<file path="src/hw/rtl/dsh_pkg.sv">
package dsh_pkg;

    // grid geometry
    localparam int GRID_POWER = 8;
    localparam int LEN        = 1 << GRID_POWER;
    localparam int SIDE       = LEN + 1;
    localparam int CELLS      = SIDE * SIDE;
    localparam int AW         = $clog2(CELLS);
    localparam int CW         = GRID_POWER + 1;

    // arithmetic widths
    localparam int HW   = 18;
    localparam int SUMW = HW + 2;
    localparam int PW   = 15 + CW;
    localparam int TW   = CW + 9;
    localparam int VW   = ((TW > HW + 1) ? TW : HW + 1) + 1;
    localparam int D3W  = 2 * SUMW;

    // generator
    localparam logic [31:0] LCG_MUL = 32'h0003_43FD;
    localparam logic [31:0] LCG_INC = 32'h0026_9EC3;

    // floor divide by three through a biased reciprocal
    localparam logic [SUMW-1:0] DIV3_BIAS  = SUMW'(3 * 131072);
    localparam logic [SUMW-1:0] DIV3_RECIP = SUMW'(699051);
    localparam int              DIV3_SHIFT = 21;
    localparam int              DIV3_OFF   = 131072;

    localparam int HMIN = -131072;
    localparam int HMAX = 131071;

    // request codes
    localparam logic [1:0] OP_RESET  = 2'd0;
    localparam logic [1:0] OP_ITER   = 2'd1;
    localparam logic [1:0] OP_FINISH = 2'd2;
    localparam logic [1:0] OP_READ   = 2'd3;

    typedef struct packed {
        logic [AW-1:0] rd_addr;
        logic          acc;
        logic          sum_clr;
        logic          rand_step;
        logic          seed_load;
        logic          wr_en;
        logic          wr_zero;
        logic [AW-1:0] wr_addr;
        logic [CW-1:0] scale;
        logic          out_load;
        logic          out_hit;
        logic          out_done;
    } dsh_cmd_t;

    typedef struct packed {
        logic out_busy;
    } dsh_status_t;

    function automatic logic [AW-1:0] cell_addr(input logic [CW-1:0] x, input logic [CW-1:0] y);
        logic [AW-1:0] xa;
        logic [AW-1:0] ya;
        xa = AW'(x);
        ya = AW'(y);
        return (xa << GRID_POWER) + xa + ya;
    endfunction

endpackage

</file>
<file path="src/hw/rtl/dsh_ctrl.sv">
module dsh_ctrl import dsh_pkg::*; (
    input  logic        aclk,
    input  logic        aresetn,
    input  logic        s_valid,
    output logic        s_ready,
    input  logic [1:0]  s_op,
    input  logic [8:0]  s_row,
    input  logic [8:0]  s_column,
    input  dsh_status_t status,
    output dsh_cmd_t    cmd
);

    localparam logic [2:0] S_CLEAR = 3'd0;
    localparam logic [2:0] S_IDLE  = 3'd1;
    localparam logic [2:0] S_PT    = 3'd2;
    localparam logic [2:0] S_WAIT  = 3'd3;
    localparam logic [2:0] S_AVG   = 3'd4;
    localparam logic [2:0] S_ADD   = 3'd5;
    localparam logic [2:0] S_RDH   = 3'd6;
    localparam logic [2:0] S_OUT   = 3'd7;

    localparam logic [CW-1:0] LEN_C  = CW'(LEN);
    localparam logic [CW:0]   LEN_E  = (CW + 1)'(LEN);

    logic [2:0]    state_reg, state_next;
    logic [AW-1:0] clr_reg, clr_next;
    logic          pend_reg, pend_next;
    logic          corner_reg, corner_next;
    logic [1:0]    ci_reg, ci_next;
    logic [1:0]    k_reg, k_next;
    logic [CW-1:0] x_reg, x_next, y_reg, y_next;
    logic [CW-1:0] stride_reg, stride_next;
    logic          diamond_reg, diamond_next;
    logic          odd_reg, odd_next;
    logic          finish_reg, finish_next;
    logic          hit_reg, hit_next;
    logic [CW-1:0] rx_reg, rx_next, ry_reg, ry_next;

    logic [CW-1:0] half;
    logic [CW:0]   xe, ye, he, se, nx, ny, y_step, x_sstep, x_hstep;
    logic          nvalid, hit_in;
    logic [CW-1:0] px, py;

    always_comb begin
        half = stride_reg >> 1;
        xe   = {1'b0, x_reg};
        ye   = {1'b0, y_reg};
        he   = {1'b0, half};
        se   = {1'b0, stride_reg};

        nx     = xe;
        ny     = ye;
        nvalid = 1'b0;
        if (!corner_reg && !diamond_reg) begin
            nx     = k_reg[1] ? xe + he : xe - he;
            ny     = k_reg[0] ? ye + he : ye - he;
            nvalid = 1'b1;
        end else if (!corner_reg) begin
            unique case (k_reg)
                2'd0: begin
                    ny     = ye - he;
                    nvalid = ye >= he;
                end
                2'd1: begin
                    ny     = ye + he;
                    nvalid = (ye + he) <= LEN_E;
                end
                2'd2: begin
                    nx     = xe - he;
                    nvalid = xe >= he;
                end
                default: begin
                    nx     = xe + he;
                    nvalid = (xe + he) <= LEN_E;
                end
            endcase
        end

        px = corner_reg ? (ci_reg[1] ? LEN_C : '0) : x_reg;
        py = corner_reg ? (ci_reg[0] ? LEN_C : '0) : y_reg;

        y_step  = ye + se;
        x_sstep = xe + se;
        x_hstep = xe + he;
        hit_in  = (int'(s_row) < SIDE) && (int'(s_column) < SIDE);
    end

    always_comb begin
        state_next   = state_reg;
        clr_next     = clr_reg;
        pend_next    = pend_reg;
        corner_next  = corner_reg;
        ci_next      = ci_reg;
        k_next       = k_reg;
        x_next       = x_reg;
        y_next       = y_reg;
        stride_next  = stride_reg;
        diamond_next = diamond_reg;
        odd_next     = odd_reg;
        finish_next  = finish_reg;
        hit_next     = hit_reg;
        rx_next      = rx_reg;
        ry_next      = ry_reg;

        s_ready       = 1'b0;
        cmd.rd_addr   = cell_addr(rx_reg, ry_reg);
        cmd.acc       = 1'b0;
        cmd.sum_clr   = 1'b0;
        cmd.rand_step = 1'b0;
        cmd.seed_load = 1'b0;
        cmd.wr_en     = 1'b0;
        cmd.wr_zero   = 1'b0;
        cmd.wr_addr   = cell_addr(px, py);
        cmd.scale     = corner_reg ? stride_reg : half;
        cmd.out_load  = 1'b0;
        cmd.out_hit   = hit_reg;
        cmd.out_done  = stride_reg == CW'(1);

        unique case (state_reg)
            S_CLEAR: begin
                cmd.wr_en   = 1'b1;
                cmd.wr_zero = 1'b1;
                cmd.wr_addr = clr_reg;
                clr_next    = clr_reg + AW'(1);
                if (clr_reg == AW'(CELLS - 1)) begin
                    clr_next = '0;
                    if (pend_reg) begin
                        pend_next   = 1'b0;
                        corner_next = 1'b1;
                        ci_next     = '0;
                        k_next      = '0;
                        state_next  = S_PT;
                    end else begin
                        state_next = S_IDLE;
                    end
                end
            end
            S_IDLE: begin
                s_ready = 1'b1;
                if (s_valid) begin
                    hit_next = 1'b0;
                    unique case (s_op)
                        OP_RESET: begin
                            cmd.seed_load = 1'b1;
                            stride_next   = LEN_C;
                            pend_next     = 1'b1;
                            state_next    = S_CLEAR;
                        end
                        OP_ITER, OP_FINISH: begin
                            finish_next = s_op == OP_FINISH;
                            if (stride_reg <= CW'(1)) begin
                                state_next = S_OUT;
                            end else begin
                                corner_next  = 1'b0;
                                diamond_next = 1'b0;
                                x_next       = half;
                                y_next       = half;
                                k_next       = '0;
                                state_next   = S_PT;
                            end
                        end
                        default: begin
                            hit_next   = hit_in;
                            rx_next    = hit_in ? CW'(s_row) : '0;
                            ry_next    = hit_in ? CW'(s_column) : '0;
                            state_next = S_RDH;
                        end
                    endcase
                end
            end
            S_PT: begin
                cmd.rd_addr   = cell_addr(nx[CW-1:0], ny[CW-1:0]);
                cmd.acc       = nvalid;
                cmd.sum_clr   = k_reg == 2'd0;
                cmd.rand_step = k_reg == 2'd0;
                k_next        = k_reg + 2'd1;
                if (k_reg == 2'd3) begin
                    state_next = S_WAIT;
                end
            end
            S_WAIT: begin
                state_next = S_AVG;
            end
            S_AVG: begin
                state_next = S_ADD;
            end
            S_ADD: begin
                cmd.wr_en  = 1'b1;
                k_next     = '0;
                state_next = S_PT;
                if (corner_reg) begin
                    ci_next = ci_reg + 2'd1;
                    if (ci_reg == 2'd3) begin
                        corner_next = 1'b0;
                        state_next  = S_OUT;
                    end
                end else if (!diamond_reg) begin
                    if (y_step < LEN_E) begin
                        y_next = y_step[CW-1:0];
                    end else if (x_sstep < LEN_E) begin
                        x_next = x_sstep[CW-1:0];
                        y_next = half;
                    end else begin
                        diamond_next = 1'b1;
                        odd_next     = 1'b0;
                        x_next       = '0;
                        y_next       = half;
                    end
                end else begin
                    if (y_step <= LEN_E) begin
                        y_next = y_step[CW-1:0];
                    end else if (x_hstep <= LEN_E) begin
                        x_next   = x_hstep[CW-1:0];
                        odd_next = !odd_reg;
                        y_next   = odd_reg ? half : '0;
                    end else begin
                        stride_next = half;
                        if (finish_reg && half > CW'(1)) begin
                            diamond_next = 1'b0;
                            x_next       = half >> 1;
                            y_next       = half >> 1;
                        end else begin
                            state_next = S_OUT;
                        end
                    end
                end
            end
            S_RDH: begin
                state_next = S_OUT;
            end
            default: begin
                if (!status.out_busy) begin
                    cmd.out_load = 1'b1;
                    state_next   = S_IDLE;
                end
            end
        endcase
    end

    always_ff @(posedge aclk) begin
        if (!aresetn) begin
            state_reg   <= S_CLEAR;
            clr_reg     <= '0;
            pend_reg    <= 1'b0;
            corner_reg  <= 1'b0;
            ci_reg      <= '0;
            k_reg       <= '0;
            stride_reg  <= LEN_C;
            diamond_reg <= 1'b0;
            odd_reg     <= 1'b0;
            finish_reg  <= 1'b0;
            hit_reg     <= 1'b0;
        end else begin
            state_reg   <= state_next;
            clr_reg     <= clr_next;
            pend_reg    <= pend_next;
            corner_reg  <= corner_next;
            ci_reg      <= ci_next;
            k_reg       <= k_next;
            stride_reg  <= stride_next;
            diamond_reg <= diamond_next;
            odd_reg     <= odd_next;
            finish_reg  <= finish_next;
            hit_reg     <= hit_next;
        end
        x_reg  <= x_next;
        y_reg  <= y_next;
        rx_reg <= rx_next;
        ry_reg <= ry_next;
    end

`ifndef SYNTHESIS
    a_stride_pow2: assert property (@(posedge aclk) disable iff (!aresetn)
        $onehot(stride_reg)) else $error("stride not a power of two");
    a_load_free: assert property (@(posedge aclk) disable iff (!aresetn)
        cmd.out_load |-> !status.out_busy) else $error("result overwritten");
    a_one_request: assert property (@(posedge aclk) disable iff (!aresetn)
        (s_valid && s_ready) |=> !s_ready) else $error("request taken while busy");
    a_write_states: assert property (@(posedge aclk) disable iff (!aresetn)
        cmd.wr_en |-> (state_reg == S_CLEAR || state_reg == S_ADD))
        else $error("grid write outside clear or update");
`endif

endmodule

</file>
<file path="config.mk">
export PLATFORM = sky130hd
export DESIGN_NAME = dsh_ctrl
export DESIGN_NICKNAME = d
export VERILOG_FILES = /design/src/hw/rtl/dsh_pkg.sv /design/src/hw/rtl/dsh_ctrl.sv
export SDC_FILE = /design/constraint.sdc
export NUM_CORES = 1
export LEC_CHECK = 0
export ABC_AREA = 1
export BUFFER_PORTS_ARGS = -buffer_cell sky130_fd_sc_hd__buf_2
export CORE_MARGIN = 2
export CORE_UTILIZATION = 45
export DETAILED_ROUTE_END_ITERATION = 8
export HOLD_SLACK_MARGIN = 0.02
export PLACE_DENSITY_LB_ADDON = 0.05
export SYNTH_ARGS = -nofsm -noshare
export SYNTH_HDL_FRONTEND = slang
export SYNTH_SLANG_ARGS = --single-unit
export TNS_END_PERCENT = 30
</file>
<file path="constraint.sdc">
create_clock -name aclk -period 5.1 [get_ports aclk]
set_input_delay 1.275 -clock aclk [delete_from_list [all_inputs] [get_ports aclk]]
set_output_delay 1.275 -clock aclk [all_outputs]
set_load 0.005 [all_outputs]
</file>
==> flow_summary_export.csv <==
group,metric,value,unit
run_status,status,"finished with violations",
run_status,violations,"negative setup slack",
critical_path,cp_max_fo,4,
pwr,p_leak,6.36,nW
detailed_routing,drtAntennaViolNets,0,
clock_network,clk_latency,0.35,ns
pwr,p_per_area,103,nW/um^2
clock_network,cts.clk_slew.worst_paths,0.07,ns
synthesis,synth_edf_count,36,
synthesis,synth_cell_types,53,
die,io_pins,77,
detailed_routing,drtIter0Drc,986,
synthesis,ys_warn_count,0,
clock_network,clock_sinks,75,
cells_and_area,largest_reg_flops,17,
pwr,p_seq_share,47.0,%
die,die_h,149,um
detailed_routing,dr.pass1.iters,6,
die,die-area,22300,sq um
cells_and_area,final.fill_count,1997,
pwr,p_comb_share,3.0,%
global_route,antenna_found_initial,0,
placed_design,hpwlAfterDp,27.6,mm
synthesis,synth_flop_cell,"dfxtp_1",
clock_network,numCtsBuffers,9,
timing,slew_headroom,38.7,%
cells_and_area,antenna_cells,0,
synthesis,synth_area_per_cell,6.40,sq um
cells_and_area,syn2layout_area_growth,36.9,%
timing,slew_violations,0,
job,max_cap_viol_count,0,
pwr,p_int,1.03,mW
critical_path,crit_required,3.83,ns
pwr,p_clk_share,49.9,%
timing,setup_viol,18,
pwr,power.switching,0.314,mW
synthesis,syn-cell-area,9490,sq um
global_route,grt_pass1_vias,10400,
clock_network,cts_max_level,3,
placed_design,gp_congestion,1.00,
synthesis,yosys_register_bits,75,
clock_network,clock-root-buffer,"clkbuf_16",
die,rows,53,
cells_and_area,drive_above_1_share,29.0,%
placed_design,dp_slack,-0.443,ns
cells_and_area,design_area,13000,sq um
die,dieWidth,149,um
critical_path,arrival,4.38,ns
timing,finClkSkew,0.0127,ns
pwr,switching_share,23.4,%
global_route,grt_overflow,0,
timing,rsz0062_at_grt,"true",
critical_path,startpoint_type,"flop",
timing,worst_slew_pin_slew,0.918,ns
synthesis,ys_seq_area_share,19.6,%
die,start_util,45.4,%
timing,finalHoldViolCount,0,
synthesis,synthArstFlopShare,0,%
placed_design,place_area,11500,sq um
timing,fmax,177,MHz
global_route,grt_use_total,31.8,%
pwr,power,1.34,mW
clock_network,tritoncts,"built",
worst_hold_path,hold_path_class,"reg2reg",
detailed_routing,vias,11200,
detailed_routing,wl_per_cell,17.3,um
synthesis,syn-num-nets,1630,
critical_path,worst-setup-path-type,"reg2out",
global_route,grt_pass1_wl,55.2,mm
critical_path,endpoint_kind,"output pin",
detailed_routing,vias_per_cell,5.44,
clock_network,clk_path_buf_depth,2,
die,core_area,20900,sq um
detailed_routing,wl,35.6,mm
detailed_routing,drc,0,
cells_and_area,nNetsFinal,1923,
global_route,grt_max_degree,39,
placed_design,port_buffers,76,
critical_path,rrSetupSlack,1.61,ns
pwr,vdd_drop_max,0.167,mV
synthesis,syn_inst,1482,
timing,fin_crit,5.65,ns
timing,min_period_over_period,111,%
timing,layout_setup_ws,-0.553,ns
-- through the flow --
step | utilization, % | cells | TNS [ns] | hold slack (ns)
floorplan | - | 1482 | 0 | 0.431
global placement | 55.3 | 1987 | -2.06 | 0.457
detailed placement | 55.3 | 1987 | -2.72 | 0.463
CTS | 59.8 | 2042 | -4.78 | 0.480
global route | 62.2 | 2055 | -9.62 | 0.516
finish | 62.2 | 2055 | -5.21 | 0.475
-- synth_stat cells (4+ instances only) --
library cell  number  area, sq um
o22ai_1           11         68.8
xnor2_1           11         96.3
buf_2              4         20.0
a21oi_2            5         43.8
o21bai_1           6         45.0
inv_2              6         22.5
dfxtp_1           39          781
nand4_1           29          181
fa_1              12          240
buf_6              4         45.0
inv_1            195          732
nand3_1           98          490
o21ai_0          112          561
a21oi_1          117          586
nor4_1             7         43.8
or2_2              5         31.3
nor3_1            25          125
ha_1             112         1400
nor2_2             5         31.3
nand2_2            7         43.8
clkbuf_1          24         90.1
nand2_1          359         1350
xor2_1            26          228
a31oi_1           11         68.8
nor2_1           150          563
o211ai_1          15          113
o221ai_1           7         61.3
edfxtp_1          36         1080
-- power groups by stage --
stage | combinational [mW] | clock (mW) | sequential (mW)
global placement | 0.0401 | 0 | 0.643
global route | 0.0458 | 0.699 | 0.630
detailed placement | 0.0402 | 0 | 0.643
finish | 0.0404 | 0.669 | 0.630
CTS | 0.0407 | 0.676 | 0.630
floorplan | 0.0233 | 0 | 0.643
-- what timing repair did --
item	4_1_cts	5_1_grt
hold buffers	0	0
resized for setup	99	86
hold endpoints to repair	0	0
buffers inserted	39	14
pin swaps	42	38
setup endpoints to repair	12	22
-- layout by cell type, fill, tap and decap left out, types with 36 or more instances in the layout --
master / Yosys / routed
o21ai_0: 112 / 86
nor2_1: 150 / 139
nand3_1: 98 / 87
a21oi_1: 117 / 97
ha_1: 112 / 84
buf_4: 3 / 234
nand2_1: 359 / 338
edfxtp_1: 36 / 36
inv_1: 195 / 180
buf_2: 4 / 76
-- layer usage --
layer | share of wire (%) | vias up | GRT usage [%] | wire, um
met1 | 45 | 5135 | 43.8 | 16000
met4 | 4.2 | 0 | 11.9 | 1500
li1 | - | 5558 | - | -
met3 | 5.6 | 85 | 3.70 | 2000
met5 | 0 | - | 0 | 0
met2 | 45 | 394 | 51.4 | 16100
-- critical path, stage by stage, from the launching register on --
cell and delay [ns]:
edfxtp_1 0.49, buf_6 0.17, fa_2 0.39, nand3_2 0.10, nand2_2 0.08, nand2_2 0.09, nand2_1 0.07, a21oi_2 0.13
xor2_1 0.24, nand2_1 0.07, o21ai_0 0.11, a21oi_2 0.09, ha_1 0.32, ha_4 0.30, inv_2 0.05, nor4_4 0.31
nand3_2 0.15, nand3_2 0.11, nand4_1 0.19, nor2_2 0.18, nand3_1 0.08, nand2_1 0.07, nand3_1 0.06, nand2_1 0.07
buf_2 0.11
-- layout make-up --
cell class                      instances  area [sq um]  area share [%]
Clock buffer                            9           225            1.73
Clock inverter                          7          76.3           0.587
Tap cell                              275           344            2.65
Timing Repair Buffer                  319          2260            17.4
Sequential cell                        75          1870            14.4
Multi-Input combinational cell       1165          7440            57.3
Inverter                              205           781            6.01
-- final timing paths --
| path | start | endpoint | cells after the start |
|---|---|---|---|
| max | y_reg[1] | cmd[51] | 24 |
| max reg2reg | stride_reg[1] | x_reg[0] | 13 |
| min | hit_reg | hit_reg | 2 |
| min reg2reg | hit_reg | hit_reg | 2 |
-- logic make-up (layout without fill, tap and decap cells) --
| logic type | count (synthesis) | in the layout | synth area share [%] |
|---|---|---|---|
| xor gates and xnor gates | 37 | 37 | 3.41 |
| buffers and inverters | 242 | 540 | 10.1 |
| adders and majority gates | 124 | 124 | 17.3 |
| and+or+nand+nor | 694 | 694 | 31.0 |
| DFF | 75 | 75 | 19.6 |
| AOI/OAI and AO/OA | 310 | 310 | 18.6 |
No activity file was read; power rests on OpenSTA's default activity.
